<file path="config.mk">
export PLATFORM = sky130hd
export DESIGN_NAME = otfc_datapath
export DESIGN_NICKNAME = d
export VERILOG_FILES = /design/src/design/assert_macros.svh /design/src/design/otfc_pkg.sv /design/src/design/otfc_datapath.sv
export SDC_FILE = /design/constraint.sdc
export NUM_CORES = 2
export LEC_CHECK = 0
export ABC_CLOCK_PERIOD_IN_PS = 2900
export BUFFER_PORTS_ARGS = -buffer_cell sky130_fd_sc_hd__buf_2
export CORE_ASPECT_RATIO = 1.1
export CORE_MARGIN = 2
export CORE_UTILIZATION = 25
export CTS_CLUSTER_SIZE = 12
export DETAILED_ROUTE_END_ITERATION = 7
export GPL_ROUTABILITY_DRIVEN = 0
export SYNTH_ARGS = -nofsm -noshare
export SYNTH_HDL_FRONTEND = slang
export SYNTH_SLANG_ARGS = --single-unit
</file>
<file path="constraint.sdc">
create_clock -name i_clk -period 2.9 [get_ports i_clk]
set_clock_uncertainty 0.05 [all_clocks]
set_input_delay 0 -clock i_clk [delete_from_list [all_inputs] [get_ports i_clk]]
set_output_delay 0 -clock i_clk [all_outputs]
set_load 0.005 [all_outputs]
</file>
<file path="src/design/assert_macros.svh">
// Assertion macros for the text frame controller.
`ifndef ASSERT_MACROS_SVH
`define ASSERT_MACROS_SVH
`define ASSERT_IMPL(label, clk, rst_n, a, c) \
    label: assert property (@(posedge clk) disable iff (!rst_n) (a) |-> (c)) \
        else $error("assertion failed");
`define ASSERT_NEXT(label, clk, rst_n, a, c) \
    label: assert property (@(posedge clk) disable iff (!rst_n) (a) |=> (c)) \
        else $error("assertion failed");
`endif

</file>
<file path="src/design/otfc_pkg.sv">
// Shared types, codes and tables for the text frame controller.
package otfc_pkg;
    localparam logic [2:0] CMD_CLEAR = 3'd0;
    localparam logic [2:0] CMD_LINE  = 3'd1;
    localparam logic [2:0] CMD_CHAR  = 3'd2;
    localparam logic [2:0] CMD_FLUSH = 3'd3;
    localparam logic [2:0] CMD_INIT  = 3'd4;

    localparam logic [7:0] CTRL_CMD  = 8'h00;
    localparam logic [7:0] CTRL_DATA = 8'h40;

    // datapath operations
    localparam logic [2:0] OP_NONE  = 3'd0;
    localparam logic [2:0] OP_WRITE = 3'd1;
    localparam logic [2:0] OP_READ  = 3'd2;
    localparam logic [2:0] OP_CLRP  = 3'd3;
    localparam logic [2:0] OP_CLRB  = 3'd4;

    typedef struct packed {
        logic [2:0] op;
        logic [8:0] addr;
        logic [7:0] wdata;
        logic [3:0] slot;
    } t_dp_cmd;

    typedef struct packed {
        logic [63:0] lo;
        logic [63:0] hi;
    } t_dp_stat;

    function automatic logic [7:0] init_byte(input logic [4:0] i);
        logic [7:0] b;
        b = 8'h00;
        case (i)
            5'd0: b = 8'hAE;  5'd1: b = 8'hD5;  5'd2: b = 8'h80;  5'd3: b = 8'hA8;
            5'd4: b = 8'h1F;  5'd5: b = 8'hD3;  5'd6: b = 8'h00;  5'd7: b = 8'h40;
            5'd8: b = 8'h8D;  5'd9: b = 8'h14;  5'd10: b = 8'h20; 5'd11: b = 8'h02;
            5'd12: b = 8'hA1; 5'd13: b = 8'hC8; 5'd14: b = 8'hDA; 5'd15: b = 8'h02;
            5'd16: b = 8'h81; 5'd17: b = 8'h8F; 5'd18: b = 8'hD9; 5'd19: b = 8'hF1;
            5'd20: b = 8'hDB; 5'd21: b = 8'h40; 5'd22: b = 8'hA4; 5'd23: b = 8'hA6;
            5'd24: b = 8'hAF;
            default: b = 8'h00;
        endcase
        return b;
    endfunction

    function automatic logic [39:0] glyph(input logic [7:0] ch);
        logic [7:0] c;
        logic [39:0] g;
        c = ch;
        if (c >= 8'h61 && c <= 8'h7A) c = c - 8'h20;
        g = 40'h0609510102;
        case (c)
            8'h20: g = 40'h0000000000;
            8'h2D: g = 40'h0808080808;
            8'h2E: g = 40'h0000606000;
            8'h2F: g = 40'h0204081020;
            8'h30: g = 40'h3E4549513E;
            8'h31: g = 40'h00407F4200;
            8'h32: g = 40'h4649516142;
            8'h33: g = 40'h314B454121;
            8'h34: g = 40'h107F121418;
            8'h35: g = 40'h3945454527;
            8'h36: g = 40'h3049494A3C;
            8'h37: g = 40'h0305097101;
            8'h38: g = 40'h3649494936;
            8'h39: g = 40'h1E29494906;
            8'h3A: g = 40'h0000363600;
            8'h41: g = 40'h7E1111117E;
            8'h42: g = 40'h364949497F;
            8'h43: g = 40'h224141413E;
            8'h44: g = 40'h1C2241417F;
            8'h45: g = 40'h414949497F;
            8'h46: g = 40'h010909097F;
            8'h47: g = 40'h7A4949413E;
            8'h48: g = 40'h7F0808087F;
            8'h49: g = 40'h00417F4100;
            8'h4A: g = 40'h013F414020;
            8'h4B: g = 40'h412214087F;
            8'h4C: g = 40'h404040407F;
            8'h4D: g = 40'h7F020C027F;
            8'h4E: g = 40'h7F1008047F;
            8'h4F: g = 40'h3E4141413E;
            8'h50: g = 40'h060909097F;
            8'h51: g = 40'h5E2151413E;
            8'h52: g = 40'h462919097F;
            8'h53: g = 40'h3149494946;
            8'h54: g = 40'h01017F0101;
            8'h55: g = 40'h3F4040403F;
            8'h56: g = 40'h1F2040201F;
            8'h57: g = 40'h3F4038403F;
            8'h58: g = 40'h6314081463;
            8'h59: g = 40'h0708700807;
            8'h5A: g = 40'h4345495161;
            default: g = 40'h0609510102;
        endcase
        return g;
    endfunction
endpackage

</file>
<file path="src/design/otfc_datapath.sv">
// Frame store memory and payload assembly register.
module otfc_datapath (
    input  logic              i_clk,
    input  otfc_pkg::t_dp_cmd i_cmd,
    output otfc_pkg::t_dp_stat o_stat
);
    import otfc_pkg::*;
    logic [7:0]   r_mem [512];
    logic [7:0]   r_rd;
    logic [3:0]   r_slot;
    logic         r_rdv;
    logic [127:0] r_pay;
    logic [127:0] n_pay;

    always_ff @(posedge i_clk) begin
        if (i_cmd.op == OP_WRITE) r_mem[i_cmd.addr] <= i_cmd.wdata;
        r_rd   <= r_mem[i_cmd.addr];
        r_slot <= i_cmd.slot;
        r_rdv  <= (i_cmd.op == OP_READ);
    end

    always_comb begin
        n_pay = r_pay;
        if (i_cmd.op == OP_CLRP) n_pay = '0;
        if (i_cmd.op == OP_CLRB) n_pay = {120'd0, i_cmd.wdata};
        if (r_rdv) n_pay[{r_slot, 3'd0} +: 8] = r_rd;
    end

    always_ff @(posedge i_clk) r_pay <= n_pay;

    assign o_stat.lo = r_pay[63:0];
    assign o_stat.hi = r_pay[127:64];
endmodule

</file>
### Yosys cells after proc, flatten, opt, wreduce, memory -nomap -nowiden

Memories as Yosys holds them, arrays and structs flattened. A register that Yosys moved wholly into a read port is not among the register bits.
Cells that the tools add are included.
Widths: inputs -> output; s select.

| storage, ports and cells | value |
|---|---|
| input port bits | 25 |
| word-level logic and storage cells | 17 |
| bits in registers | 133 |
| output and inout port bits | 128 |
| bits in writable memories | 4096 |
| memories kept | 1 |

| cells by class | value |
|---|---|
| muxes and demuxes | 6 |
| $add $sub $neg | 1 |
| equal/unequal tests | 4 |
| shift operators | 2 |

Memory list:

| memory | words | width | rd ports | clocked after Yosys merged registers in | write ports | RTL line | RTL |
|---|---|---|---|---|---|---|---|
| r_mem | 512 | 8 | 1 | 1 | 1 | otfc_datapath.sv:8 | `logic [7:0] r_mem [512];` |

Operators by type and width:

| cell | count |
|---|---|
| $mux 128 | 3 |
| $bwmux 128 | 1 |
| $shift 8x9->128 const A | 1 |
| $shiftx 8x9->128 | 1 |
| $neg 7->9 | 1 |
| $eq 3x2->1 const B | 2 |
| $eq 3x1->1 const B | 1 |
| $eq 3x3->1 const B | 1 |
| $mux 1 | 2 |

### Depth between registers and ports, before layout

| logic depth | value |
|---|---|
| depth after elaboration | 5 |
| depth in mapped cells | 14 |
| depth with buffers taken out | 9 |

### Worst setup path after synthesis

No wires, ideal clock.

| timing | value |
|---|---|
| path kind | input -> register |
| from | in i_cmd[12] (netlist name) |
| to | mem r_mem[147][0], enable pin |
| arrival | 2.457 ns |
| cell stages on the path | 13 |
| slack | 0.023 ns |
| data required time | 2.480 ns |
| cells stage by stage | buf_6 -> buf_6 -> buf_4 -> buf_6 -> buf_4 -> buf_4 -> buf_2 -> buf_2 -> nand2_1 -> nor2_1 -> nand2_1 -> clkbuf_1 -> nor2_1 |

RTL lines:

| item | RTL line | RTL |
|---|---|---|
| start, declared | otfc_datapath.sv:4 | `input otfc_pkg::t_dp_cmd i_cmd,` |
| end, declared | otfc_datapath.sv:8 |  |

Straight into the memory's write port.

==> results.md <==
* Post-route cell area at 199000 um^2
* Min-delay worst type: in -> reg
* Die area at 657000 um^2
* Yosys warnings at 0
* CTS max path bufs at 4
* Post-Route WL at 474000 um
* PwrDens at 615 nW/um^2
* Max_slew headroom at 20.0%
* Worst Tran Pin Value at 1.20 ns
* # IOs at 153
* Post-DP HPWL at 322000 um
* CP Class: reg -> reg
* RSZ-0062 raised after global routing: yes
* Status: finished, violations left
* Initial antenna violation count at 19
* Worst R2R End: r_rd[4]
* Die X at 773 um
* Maximum clock rate at 0.296 GHz
* Row count at 310
* Reg2reg path depth at 10
* Crit Path Max Fanout at 1
* CTS buffer count at 409
* Setup violators final at 4
* Fin nets at 9815
* Footprint of the multi-input gates at 34900 um^2
* Mapped Area at 163000 um^2
* Mapped Nets at 8027
* #FFs+latches synth at 4237
* Peak supply drop at 0.570 mV
* Area delta synth->final at 22.6%
* Most instantiated library cell after synthesis: edfxtp_1
* GRT overflow at 0
* Average vias per placed instance at 4.73
* DR WL/cell at 25.5 um
* Final number of max-transition violations at 0
* Place WS at -1.39 ns
* Synth area leaders: edfxtp_1 (76%), mux4_2 (12%), mux2i_1 (2.6%)
* Fin crit period at 3.38 ns
* Synth async-reset ratio at 0%
* Sequential share of the synthesized area at 77.4%
* Worst setup path startpoint: r_mem[123][4]
* CP Capture Point: r_rd[4]
* Drt first pass iters at 8
* Placed cell count at 17.9k
* First-pass GRT wire length at 667000 um
* Starting density of the core at 25.1%
* Largest area contributor in the netlist: edfxtp_1
* Share of the clock period used by the worst path at 116%
* Placed instance area at 187000 um^2
* Core area at 648000 um^2
* Clock Latency Late Sink at 1.06 ns
* Port buffer count at 152
* Clk sinks at 4237
* Clk slew on worst S/H paths at 0.06 ns
* R2R Setup Slk at -0.48 ns
* Crit path required time at 3.69 ns
* Worst Slack Setup Final at -0.476 ns
* EDFF count, synth at 4096
* P_leak at 0.0647 uW
* CP arrival at 4.17 ns
* Synthesized area per cell at 20.3 um^2
* Setup crit start kind: register
* Antenna-violating nets left at 0
* All-Layer GR Usage at 13.8%
* Vias post-DR at 87.8k
* Post-route total power at 123000 uW
* CTS tree: built
* Pin count of the biggest net entering global routing at 149
* Final hold viol count at 0
* Root Buffer: clkbuf_16
* Area share of the largest cell type after synthesis at 75.6%
* Register area at 126000 um^2
* First DRT Iteration DRCs at 10.0k
* Final cell count without fillers at 18.6k
* Most frequent cells after synthesis: edfxtp_1 (4096), mux4_2 (848), nor2_1 (579), mux2i_1 (424), a22oi_1 (225)
* Final core occ at 30.8%
* Filler cell count at 62.3k
* HP Start: i_cmd[7]
* Maxcap violations at 0
* Vias in the first global route at 87.9k
* Crit end category: register
* H-tree Lvls at 5
* Layout cells sized above 1 at 32.6%
* Synth cell types at 68
* FF-to-FF Start: r_mem[123][4]
* Post-synthesis cell count at 8001
* Failing checks: setup timing
* Ys flop type: edfxtp_1
* Die Ht at 850 um
* Drt drc at 0
-- cells in the final DEF (no fill, tap or decap), types with 14 or more instances in the layout --
master	netlist	final
edfxtp_1	4096	4096
buf_4	52	1502
mux4_2	848	848
nor2_1	579	568
mux2i_1	424	423
clkbuf_16	0	413
a22oi_1	225	221
buf_12	0	191
nand2_1	189	173
nand3_1	161	159
o21ai_0	154	153
dfxtp_1	141	141
buf_2	181	140
o22ai_1	116	116
clkbuf_1	208	107
a221oi_1	91	87
a21oi_1	61	57
a31oi_1	58	56
a22o_1	43	43
nand4_1	33	33
clkinv_1	0	33
dlygate4sd3_1	0	29
nor3_1	29	26
nor4_1	35	26
o211ai_1	24	24
nand2_4	0	16
nor2b_1	19	15
and3_1	16	14
-- registers in the layout, indices dropped and copies added (netlist names) --
name / count
r_mem: 4096
r_pay: 128
r_rd: 8
r_rdv: 1
r_slot: 4
-- worst min path at each step --
stage | to | depth (start not counted)
2_1_floorplan | r_slot[0] | 0
3_3_place_gp | r_slot[3] | 1
3_5_place_dp | r_slot[2] | 1
4_1_cts | r_rd[3] | 7
5_1_grt | r_mem[33][3] | 2
6_report | r_mem[33][3] | 2
-- layer usage --
layer	part of all wire (%)	vias up	track usage, %
met3	7.3	785	2.25
li1	-	36705	-
met5	0.0093	-	0
met2	48	3785	22.9
met1	40	46467	18.1
met4	4.6	8	5.56
-- through the flow --
step | hold slack [ns] | setup TNS [ns]
finish | 0.0546 | -1.04
global placement | 0.0548 | -92.14
floorplan | -0.0223 | 0
CTS | 0.00591 | -0.801
detailed placement | 0.0538 | -68.00
global route | 0.0621 | -1.03
-- cell type report --
class,instances,share of cell area [%]
antenna,7,0.00879
clock buffer,526,5.41
clock inverter,74,0.399
inverter,14,0.0289
multi-input combinational,3255,17.5
sequential,4237,63.1
tap,8580,5.39
timing repair buffer,1872,8.15
-- logic make-up after synthesis --
logic type                 Yosys count  share of synthesized area, %
DFF                               4237                          77.4
muxes                             1274                          14.4
and+or+nand+nor                   1139                          3.12
AOI/OAI and AO/OA                  840                          3.56
buffers and inverters              509                          1.56
xor gates and xnor gates             1                       0.00539
adders and majority gates            1                       0.00769
-- report_power, final --
| group | internal (uW) | switching [uW] |
|---|---|---|
| logic | 2640 | 4100 |
| clock network | 26200 | 22300 |
| registers | 67100 | 159 |
-- what timing repair did --
| action | 4_1_cts | 5_1_grt |
|---|---|---|
| gates resized for setup | 36 | 16 |
| endpoints found under the hold margin | 4229 | 0 |
| buffers inserted | 0 | 0 |
| pin swaps | 18 | 7 |
| setup endpoints to repair | 8 | 7 |
| hold buffers | 30 | 0 |
-- critical path, stage by stage (launching register included) --
cell and delay [ns]:
edfxtp_1 0.37, mux4_2 0.51, mux2i_4 0.20, buf_6 0.16, nor2_4 0.04, a2111oi_4 0.31
nor4b_4 0.31, buf_4 0.19, nand4_1 0.33, buf_4 0.29, or4b_1 0.45
Note: power is estimated with default switching activity, not from simulation.
